$ cat config.mk
export PLATFORM = sky130hd
export DESIGN_NAME = utf16_to_utf8_transcoder_flat
export DESIGN_NICKNAME = d
export VERILOG_FILES = /design/src/sv/u2u8_pkg.sv /design/src/sv/u2u8_req_if.sv /design/src/sv/u2u8_rsp_if.sv /design/src/sv/utf16_to_utf8_transcoder.sv /design/src/flat_wrapper.sv
export SDC_FILE = /design/constraint.sdc
export NUM_CORES = 1
export LEC_CHECK = 0
export ABC_AREA = 1
export CAP_MARGIN = 0
export CORE_ASPECT_RATIO = 1.75
export CORE_MARGIN = 4
export CORE_UTILIZATION = 57
export CTS_CLUSTER_SIZE = 28
export DETAILED_ROUTE_END_ITERATION = 10
export DONT_BUFFER_PORTS = 1
export HOLD_SLACK_MARGIN = 0.06
export PLACE_DENSITY = 0.86
export SLEW_MARGIN = 20
export SYNTH_ARGS = -nofsm -noshare
export SYNTH_HDL_FRONTEND = slang
export SYNTH_SLANG_ARGS = --single-unit
$ cat constraint.sdc
create_clock -name clock -period 2.2 [get_ports clock]
set_input_delay 0 -clock clock [delete_from_list [all_inputs] [get_ports clock]]
set_output_delay 0 -clock clock [all_outputs]
set_load 0.02 [all_outputs]
$ cat src/sv/u2u8_pkg.sv
package u2u8_pkg;

   localparam int UnitWidth = 16;
   localparam int CpWidth   = 21;
   localparam int ByteWidth = 8;
   localparam int MaxBytes  = 4;
   localparam int IdxWidth  = $clog2(MaxBytes);

   typedef logic [UnitWidth-1:0] unit_type;
   typedef logic [CpWidth-1:0]   cp_type;
   typedef logic [ByteWidth-1:0] byte_type;
   typedef logic [IdxWidth-1:0]  idx_type;

   // Lead byte markers and continuation marker
   localparam byte_type Lead2Mark = 8'hC0;
   localparam byte_type Lead3Mark = 8'hE0;
   localparam byte_type Lead4Mark = 8'hF0;
   localparam byte_type ContMark  = 8'h80;
   localparam byte_type Terminator = 8'h00;

   localparam cp_type SupplementaryBase = 21'h10000;

   // Byte sequence for one code point: bytes in send order, index of final byte
   typedef struct packed {
      byte_type [MaxBytes-1:0] bytes;
      idx_type                 last_idx;
   } burst_type;

   // Unit falls in the surrogate range 0xD800..0xDFFF
   function automatic logic is_surrogate(input unit_type u);
      return u[15:11] == 5'b11011;
   endfunction

   // UTF-8 encode a code point below 0x200000
   function automatic burst_type encode_cp(input cp_type cp);
      burst_type b;
      b = '0;
      if (cp[20:7] == '0) begin
         b.bytes[0] = {1'b0, cp[6:0]};
         b.last_idx = idx_type'(0);
      end else if (cp[20:11] == '0) begin
         b.bytes[0] = Lead2Mark | {3'b000, cp[10:6]};
         b.bytes[1] = ContMark | {2'b00, cp[5:0]};
         b.last_idx = idx_type'(1);
      end else if (cp[20:16] == '0) begin
         b.bytes[0] = Lead3Mark | {4'b0000, cp[15:12]};
         b.bytes[1] = ContMark | {2'b00, cp[11:6]};
         b.bytes[2] = ContMark | {2'b00, cp[5:0]};
         b.last_idx = idx_type'(2);
      end else begin
         b.bytes[0] = Lead4Mark | {5'b00000, cp[20:18]};
         b.bytes[1] = ContMark | {2'b00, cp[17:12]};
         b.bytes[2] = ContMark | {2'b00, cp[11:6]};
         b.bytes[3] = ContMark | {2'b00, cp[5:0]};
         b.last_idx = idx_type'(3);
      end
      return b;
   endfunction

endpackage

$ cat src/sv/u2u8_req_if.sv
interface u2u8_req_if;
   logic                valid;
   logic                ready;
   u2u8_pkg::unit_type  code_unit;

   modport source (output valid, output code_unit, input ready);
   modport sink   (input valid, input code_unit, output ready);
endinterface

$ cat src/sv/u2u8_rsp_if.sv
interface u2u8_rsp_if;
   logic                valid;
   logic                ready;
   u2u8_pkg::byte_type  utf8_byte;
   logic                last_of_char;
   logic                end_of_string;

   modport source (output valid, output utf8_byte, output last_of_char,
                   output end_of_string, input ready);
   modport sink   (input valid, input utf8_byte, input last_of_char,
                   input end_of_string, output ready);
endinterface

$ cat src/sv/utf16_to_utf8_transcoder.sv
// UTF-16 to UTF-8 transcoder. Each req transaction carries one 16-bit code unit;
// each rsp transaction carries one UTF-8 byte, with last_of_char set on the final
// byte caused by that unit and end_of_string set on the 0x00 terminator sent for
// a zero unit. A surrogate unit is held and sends nothing; the next nonzero unit is
// joined with it into a 4-byte sequence, and a zero unit flushes a held unit as 3
// bytes before the terminator. A unit passes through an input register and is
// encoded into a 4-byte output buffer; the buffer drains one byte per cycle while
// rsp.ready is high. A unit yields 1 to 4 bytes (a held surrogate sends nothing),
// and the input side keeps accepting while the buffer drains its last byte.
module utf16_to_utf8_transcoder (
   input logic              clock,
   input logic              reset,
   u2u8_req_if.sink         req,
   u2u8_rsp_if.source       rsp
);

   // Input register
   logic                  in_valid_ff, in_valid_in;
   u2u8_pkg::unit_type    unit_ff, unit_in;

   // Held surrogate
   logic                  pend_valid_ff, pend_valid_in;
   u2u8_pkg::unit_type    pend_unit_ff, pend_unit_in;

   // Output byte buffer
   logic                  buf_valid_ff, buf_valid_in;
   u2u8_pkg::burst_type   burst_ff, burst_in;
   logic                  eos_ff, eos_in;
   u2u8_pkg::idx_type     idx_ff, idx_in;

   // Encode results for the registered unit
   u2u8_pkg::burst_type   enc_burst;
   logic                  enc_eos;
   logic                  enc_emits;
   u2u8_pkg::cp_type      pair_cp;

   logic                  rsp_take;
   logic                  buf_done;
   logic                  buf_free;
   logic                  advance;
   logic                  req_take;

   // Encode the unit against the held surrogate
   always_comb begin
      pair_cp = u2u8_pkg::cp_type'({pend_unit_ff[9:0], unit_ff[9:0]})
              + u2u8_pkg::SupplementaryBase;
      enc_burst     = u2u8_pkg::encode_cp(u2u8_pkg::cp_type'(unit_ff));
      enc_eos       = 1'b0;
      enc_emits     = 1'b1;
      pend_valid_in = pend_valid_ff;
      pend_unit_in  = pend_unit_ff;
      if (pend_valid_ff) begin
         pend_valid_in = 1'b0;
         pend_unit_in  = '0;
         if (unit_ff == '0) begin
            // flush the lone surrogate as three bytes, then terminate
            enc_burst          = u2u8_pkg::encode_cp(u2u8_pkg::cp_type'(pend_unit_ff));
            enc_burst.bytes[3] = u2u8_pkg::Terminator;
            enc_burst.last_idx = u2u8_pkg::idx_type'(3);
            enc_eos            = 1'b1;
         end else begin
            enc_burst = u2u8_pkg::encode_cp(pair_cp);
         end
      end else if (unit_ff == '0) begin
         enc_burst          = '0;
         enc_burst.bytes[0] = u2u8_pkg::Terminator;
         enc_burst.last_idx = u2u8_pkg::idx_type'(0);
         enc_eos            = 1'b1;
      end else if (u2u8_pkg::is_surrogate(unit_ff)) begin
         // hold the surrogate, send nothing
         enc_emits     = 1'b0;
         pend_valid_in = 1'b1;
         pend_unit_in  = unit_ff;
      end
   end

   // Handshake and flow control
   assign rsp_take  = rsp.valid && rsp.ready;
   assign buf_done  = rsp_take && (idx_ff == burst_ff.last_idx);
   assign buf_free  = !buf_valid_ff || buf_done;
   assign advance   = in_valid_ff && (!enc_emits || buf_free);
   assign req.ready = !in_valid_ff || advance;
   assign req_take  = req.valid && req.ready;

   // Next input register
   always_comb begin
      in_valid_in = in_valid_ff;
      unit_in     = unit_ff;
      if (req_take) begin
         in_valid_in = 1'b1;
         unit_in     = req.code_unit;
      end else if (advance) begin
         in_valid_in = 1'b0;
      end
   end

   // Next buffer: load on an advance that emits, step the index on each taken byte
   always_comb begin
      buf_valid_in = buf_valid_ff;
      burst_in     = burst_ff;
      eos_in       = eos_ff;
      idx_in       = idx_ff;
      if (advance && enc_emits) begin
         buf_valid_in = 1'b1;
         burst_in     = enc_burst;
         eos_in       = enc_eos;
         idx_in       = '0;
      end else if (buf_done) begin
         buf_valid_in = 1'b0;
      end else if (rsp_take) begin
         idx_in = idx_ff + u2u8_pkg::idx_type'(1);
      end
   end

   // Control registers
   always_ff @(posedge clock) begin
      if (reset) begin
         in_valid_ff   <= 1'b0;
         pend_valid_ff <= 1'b0;
         pend_unit_ff  <= '0;
         buf_valid_ff  <= 1'b0;
         idx_ff        <= '0;
      end else begin
         in_valid_ff  <= in_valid_in;
         buf_valid_ff <= buf_valid_in;
         idx_ff       <= idx_in;
         if (advance) begin
            pend_valid_ff <= pend_valid_in;
            pend_unit_ff  <= pend_unit_in;
         end
      end
   end

   // Payload registers
   always_ff @(posedge clock) begin
      unit_ff  <= unit_in;
      burst_ff <= burst_in;
      eos_ff   <= eos_in;
   end

   // Drive the result channel from the buffer
   assign rsp.valid         = buf_valid_ff;
   assign rsp.utf8_byte     = burst_ff.bytes[idx_ff];
   assign rsp.last_of_char  = (idx_ff == burst_ff.last_idx);
   assign rsp.end_of_string = eos_ff && (idx_ff == burst_ff.last_idx);

endmodule

$ cat src/flat_wrapper.sv
// flat-port wrapper written by rule: the top's interface ports become plain ports
module utf16_to_utf8_transcoder_flat 
  (clock, reset, req_valid, req_code_unit, req_ready, rsp_valid, rsp_utf8_byte, rsp_last_of_char, rsp_end_of_string, rsp_ready);
  u2u8_req_if req_i ();
  u2u8_rsp_if rsp_i ();
  input logic clock;
  input logic reset;
  input wire logic [$bits(req_i.valid)-1:0] req_valid;
  input wire logic [$bits(req_i.code_unit)-1:0] req_code_unit;
  output wire logic [$bits(req_i.ready)-1:0] req_ready;
  output wire logic [$bits(rsp_i.valid)-1:0] rsp_valid;
  output wire logic [$bits(rsp_i.utf8_byte)-1:0] rsp_utf8_byte;
  output wire logic [$bits(rsp_i.last_of_char)-1:0] rsp_last_of_char;
  output wire logic [$bits(rsp_i.end_of_string)-1:0] rsp_end_of_string;
  input wire logic [$bits(rsp_i.ready)-1:0] rsp_ready;
  assign req_i.valid = req_valid;
  assign req_i.code_unit = req_code_unit;
  assign req_ready = req_i.ready;
  assign rsp_valid = rsp_i.valid;
  assign rsp_utf8_byte = rsp_i.utf8_byte;
  assign rsp_last_of_char = rsp_i.last_of_char;
  assign rsp_end_of_string = rsp_i.end_of_string;
  assign rsp_i.ready = rsp_ready;
  utf16_to_utf8_transcoder u_core (.clock(clock), .reset(reset), .req(req_i), .rsp(rsp_i));
endmodule
### Word-level counts from Yosys, hierarchy flattened

Index checks and enable logic that the tools add are counted.

* register bits: 72
* input bits: 20
* output and inout bits: 12
* word-level logic and storage cells: 78

* add/subtract/negate cells: 2
* order comparisons: 1
* eq/ne operators: 3
* mux-type cells: 33
* bitwise operators: 1
* reductions and logical operators: 26

Operators by type and width (count)
* 2-to-1 mux 16 bit: 7
* 2-to-1 mux 34 bit: 3
* 2-to-1 mux 24 bit: 3
* 2-to-1 mux 8 bit: 4
* 2-to-1 mux 10 bit: 3
* adder 20 x 17 -> 21 bit, second input constant: 1
* logical NOT 9 bit: 2
* 2-to-1 mux 18 bit: 1
* binary-select mux 8 bit (select 2 bit): 1
* logical NOT 16 bit: 1
* logical NOT 5 bit: 3
* logical NOT 14 bit: 1
* 2-to-1 mux 1 bit: 11
* logical NOT 10 bit: 1
* logical AND 1 bit: 6
* nonzero test 2 bit: 3
* == test 5 bit, second input constant: 1
* logical NOT 1 bit: 3
* logical OR 1 bit: 3
* less-than comparator 2 x 3 -> 1 bit, second input constant: 1
* AND reduction 3 bit: 1
* adder 2 x 1 -> 2 bit, second input constant: 1
* == test 2 bit: 1
* != test 2 x 1 -> 1 bit, second input constant: 1
* 3 further kinds: 3

### Logic depth before layout (Yosys ltp)

* depth in word-level cells: 10
* mapped depth: 13
* depth with buffers taken out: 13

### Least setup slack after synthesis

No wires, ideal clock.

* kind: register to register
* start: register u_core.idx_ff[0]
* end: register u_core.burst_ff[0] (netlist bit), enable pin
* arrival time: 1763 ps
* setup slack: 52 ps
* stages on the path, launching flop included: 11
* path buffers: 1
* cell sequence: dfxtp_1 > buf_2 > xnor2_1 > nand2_1 > inv_2 > nand2_1 > nand3_2 > nand2_1 > inv_1 > nand2_1 > inv_1

* word-level cells in the longest chain between the ends: 6

RTL lines
* start: declaration: RTL line utf16_to_utf8_transcoder.sv:29 `u2u8_pkg::idx_type idx_ff, idx_in;`
* start signal: assignment: RTL line utf16_to_utf8_transcoder.sv:126 `idx_ff <= idx_in;`
* == test 2 bit
* net rsp_last_of_char: RTL line flat_wrapper.sv:13 `output wire logic [$bits(rsp_i.last_of_char)-1:0] rsp_last_of_char;`
* logical AND 1 bit: RTL line utf16_to_utf8_transcoder.sv:79 `assign buf_done = rsp_take && (idx_ff == burst_ff.last_idx);`
* logical OR 1 bit: RTL line utf16_to_utf8_transcoder.sv:80 `assign buf_free = !buf_valid_ff || buf_done;`
* logical OR 1 bit: RTL line utf16_to_utf8_transcoder.sv:81 `assign advance = in_valid_ff && (!enc_emits || buf_free);`
* logical AND 1 bit: RTL line utf16_to_utf8_transcoder.sv:81
* logical AND 1 bit: RTL line utf16_to_utf8_transcoder.sv:103 `if (advance && enc_emits) begin`
* end signal: assignment: RTL line utf16_to_utf8_transcoder.sv:137 `burst_ff <= burst_in;`
* end: declaration: RTL line utf16_to_utf8_transcoder.sv:27 `u2u8_pkg::burst_type burst_ff, burst_in;`

The timed path passes the listed nets, and every way through them passes these cells.
A chain may end at the register's enable or synchronous reset.

==> results.ini <==
[clock_network]
cts_setup_buffers = 0
h-tree-depth = 3
cts_resized = 0
path_clk_slew_ns = 0.05
clock-root-buffer = clkbuf_16
numCtsBuffers = 9
cts_sinks = 68
cts_tree = done
holdBufCountCts = 19
clk_path_buf_depth = 2
clock_latency_ns = 0.33

[grt]
antenna_found_initial = 0
grt_max_degree = 32
grt_pass1_vias = 3854
grt_pass1_wl_mm = 20.0
track_usage_pct = 32.4
gr-total-overflow = 0

[placed_design]
placed_area_sq_mm = 0.00415
hpwl_mm = 9.19
place_inst = 601
place_ws_ns = 0.253
port_buffers = 0
gp_congestion = 1.10

[die]
die_area_sq_mm = 0.00825
die_height_um = 117
die-width_um = 70.4
coreArea_sq_mm = 0.00659
fp-row-count = 39
initial_core_util_pct = 58.9
ios = 32

[synthesis]
yosysSeqAreaShare_pct = 47.2
synth_fp_nets = 526
synth_top_area_cell = edfxtp_1
synth_enable_flop_cells = 47
yosys.area.top_type_share_pct = 36.4
synth_area_sq_mm = 0.00388
ys_warn_count = 0
synth_ff_type = edfxtp_1
synth_cell_type_count = 35
async_flop_share_pct = 0
yosys_register_bits = 68
synth_area_per_cell_sq_um = 7.69
synth_cells = 505
ys_top_cells_by_area = edfxtp_1 36%, nand2_1 13%, dfxtp_1 11%

[route]
routed_wl_mm = 12.4
drtPass1Iterations = 5
vias = 3752
drcViolationCount = 0
drtIter0Drc = 380
wl_per_cell_um = 19.5
routed_via_density = 5.90
drtAntennaViolNets = 0

[cells_and_area]
postLayoutCoreUtil_pct = 70.9
areaGrowthSynthToFinish_pct = 20.3
drive_above_1_share_pct = 13.5
antenna_cells = 0
final_area_sq_mm = 0.00467
nets = 570
stdcell_count = 636

[power_and_ir_drop]
seq_power_share_pct = 43.7
swShare_pct = 23.1
power.density_mw_per_mm2 = 730
clockPowerShare_pct = 45.4
switching_power_mw = 0.787
vdd_drop_max_mv = 0.667
power_mw = 3.41
p_leak_nw = 1.99
share_comb_of_total_power_pct = 10.9
p_int_mw = 2.62

[sta]
post-route-min-period_ns = 2.04
hold_viol = 0
tightest_slew_ns = 0.640
fin_setup_tns_ns = 0
period_share_pct = 92.7
relSlewSlack_pct = 56.9
rsz0062_at_grt = no
skew_ns = 0.00797
finalWorstSetupSlack_ns = 0.160
setup_viol = 0
slew_violations = 0
max_freq_mhz = 490
holdWs_ns = 0.291

[hold_path]
holdPathStages = 1
holdCritPathClass = input port to register
hp-start = req_code_unit[4]
hold_end = u_core.unit_ff[4]

[setup_path]
ff2ff_setup_slack_ns = 0.16
arrival_ns = 2.13
crit_fanout = 5
critPathRequiredTime_ns = 2.29
crit_type = register to register
reg2reg_to = u_core.burst_ff[4]
cp-start-kind = register
ff2ff_path_depth = 11
crit-reg2reg-launch = u_core.unit_ff[15]
crit_path_end_kind = register

[outcome]
outcome = finished clean

[job]
cap_violations = 0

final cells by class:
class | instances | area (sq um)
clock buffer | 12 | 256
tap | 82 | 103
fill | 532 | 1920
timing repair buffer | 48 | 433
clock inverter | 4 | 72.6
inverter | 61 | 231
multi-input combinational | 361 | 1740
sequential | 68 | 1830
power by group through the flow:
stage	sequential (mW)	combinational, mW	clock [mW]
3_5_place_dp	1.51	0.326	0
5_1_grt	1.49	0.405	1.62
3_3_place_gp	1.51	0.322	0
2_1_floorplan	1.50	0.215	0
6_report	1.49	0.371	1.55
4_1_cts	1.49	0.360	1.55
per-layer routing:
metal,share of wire [%],track usage (%)
met5,0,0
met4,7.7,24.0
met3,6.1,5.30
met2,52,59.3
met1,34,32.6
worst max path at each step:
stage | from | endpoint | cells after the start
6_report | u_core.unit_ff[15] | u_core.burst_ff[4] | 11
5_1_grt | u_core.idx_ff[1] | u_core.pend_unit_ff[1] | 8
4_1_cts | u_core.idx_ff[1] | u_core.pend_unit_ff[2] | 8
3_5_place_dp | u_core.pend_unit_ff[6] | u_core.burst_ff[0] | 10
3_3_place_gp | u_core.unit_ff[13] | u_core.burst_ff[14] | 8
2_1_floorplan | u_core.idx_ff[0] | u_core.burst_ff[0] | 10
cell usage after synthesis (2+ instances only):
library cell  count
o22ai_1           6
edfxtp_1         47
nand2_4           2
inv_1            53
inv_2             6
o21ai_0          46
a21oi_1          24
o211ai_1         14
nand3_2           5
dfxtp_1          21
nor2_2            5
o21ai_1          17
nor3_1            3
nand4_1           7
clkbuf_1          7
nand2_1         136
nand3_1          16
nand2_2           6
buf_4             2
buf_2             5
xnor2_1           2
nor2_1           62
cell families (layout without fill, tap and decap cells):
kind of cell	count (synthesis)	after routing	share of synthesized area, %
buffers and inverters	76	125	7.96
DFF	68	68	47.2
xor gates and xnor gates	3	3	0.677
AOI/OAI and AO/OA	111	111	15.9
adders and majority gates	1	1	0.322
and+or+nand+nor	246	246	27.9
sequential cells by signal, summed over array words and instances (netlist names):
| name | count |
|---|---|
| u_core.eos_ff | 1 |
| u_core.in_valid_ff | 1 |
| u_core.rsp.valid | 1 |
| u_core.pend_unit_ff | 16 |
| u_core.pend_valid_ff | 1 |
| u_core.burst_ff | 30 |
| u_core.idx_ff | 2 |
| u_core.unit_ff | 16 |
cells in the final DEF, fill, tap and decap left out, types with 17 or more instances in the layout:
cell and count:
a21oi_1 24, buf_4 27, dfxtp_1 21, dlygate4sd3_1 19, edfxtp_1 47, inv_1 53
nand2_1 136, nor2_1 62, o21ai_0 46, o21ai_1 17
critical path: stages, from the launching register on:
cell	delay, ns
edfxtp_1	0.42
inv_1	0.06
nand3_1	0.12
nor2_1	0.11
inv_2	0.10
nor2_1	0.07
inv_1	0.10
nor2_1	0.04
o21ai_0	0.51
nand2_1	0.13
inv_1	0.09
nand2_1	0.05
Note: power is estimated with default switching activity, not from simulation.
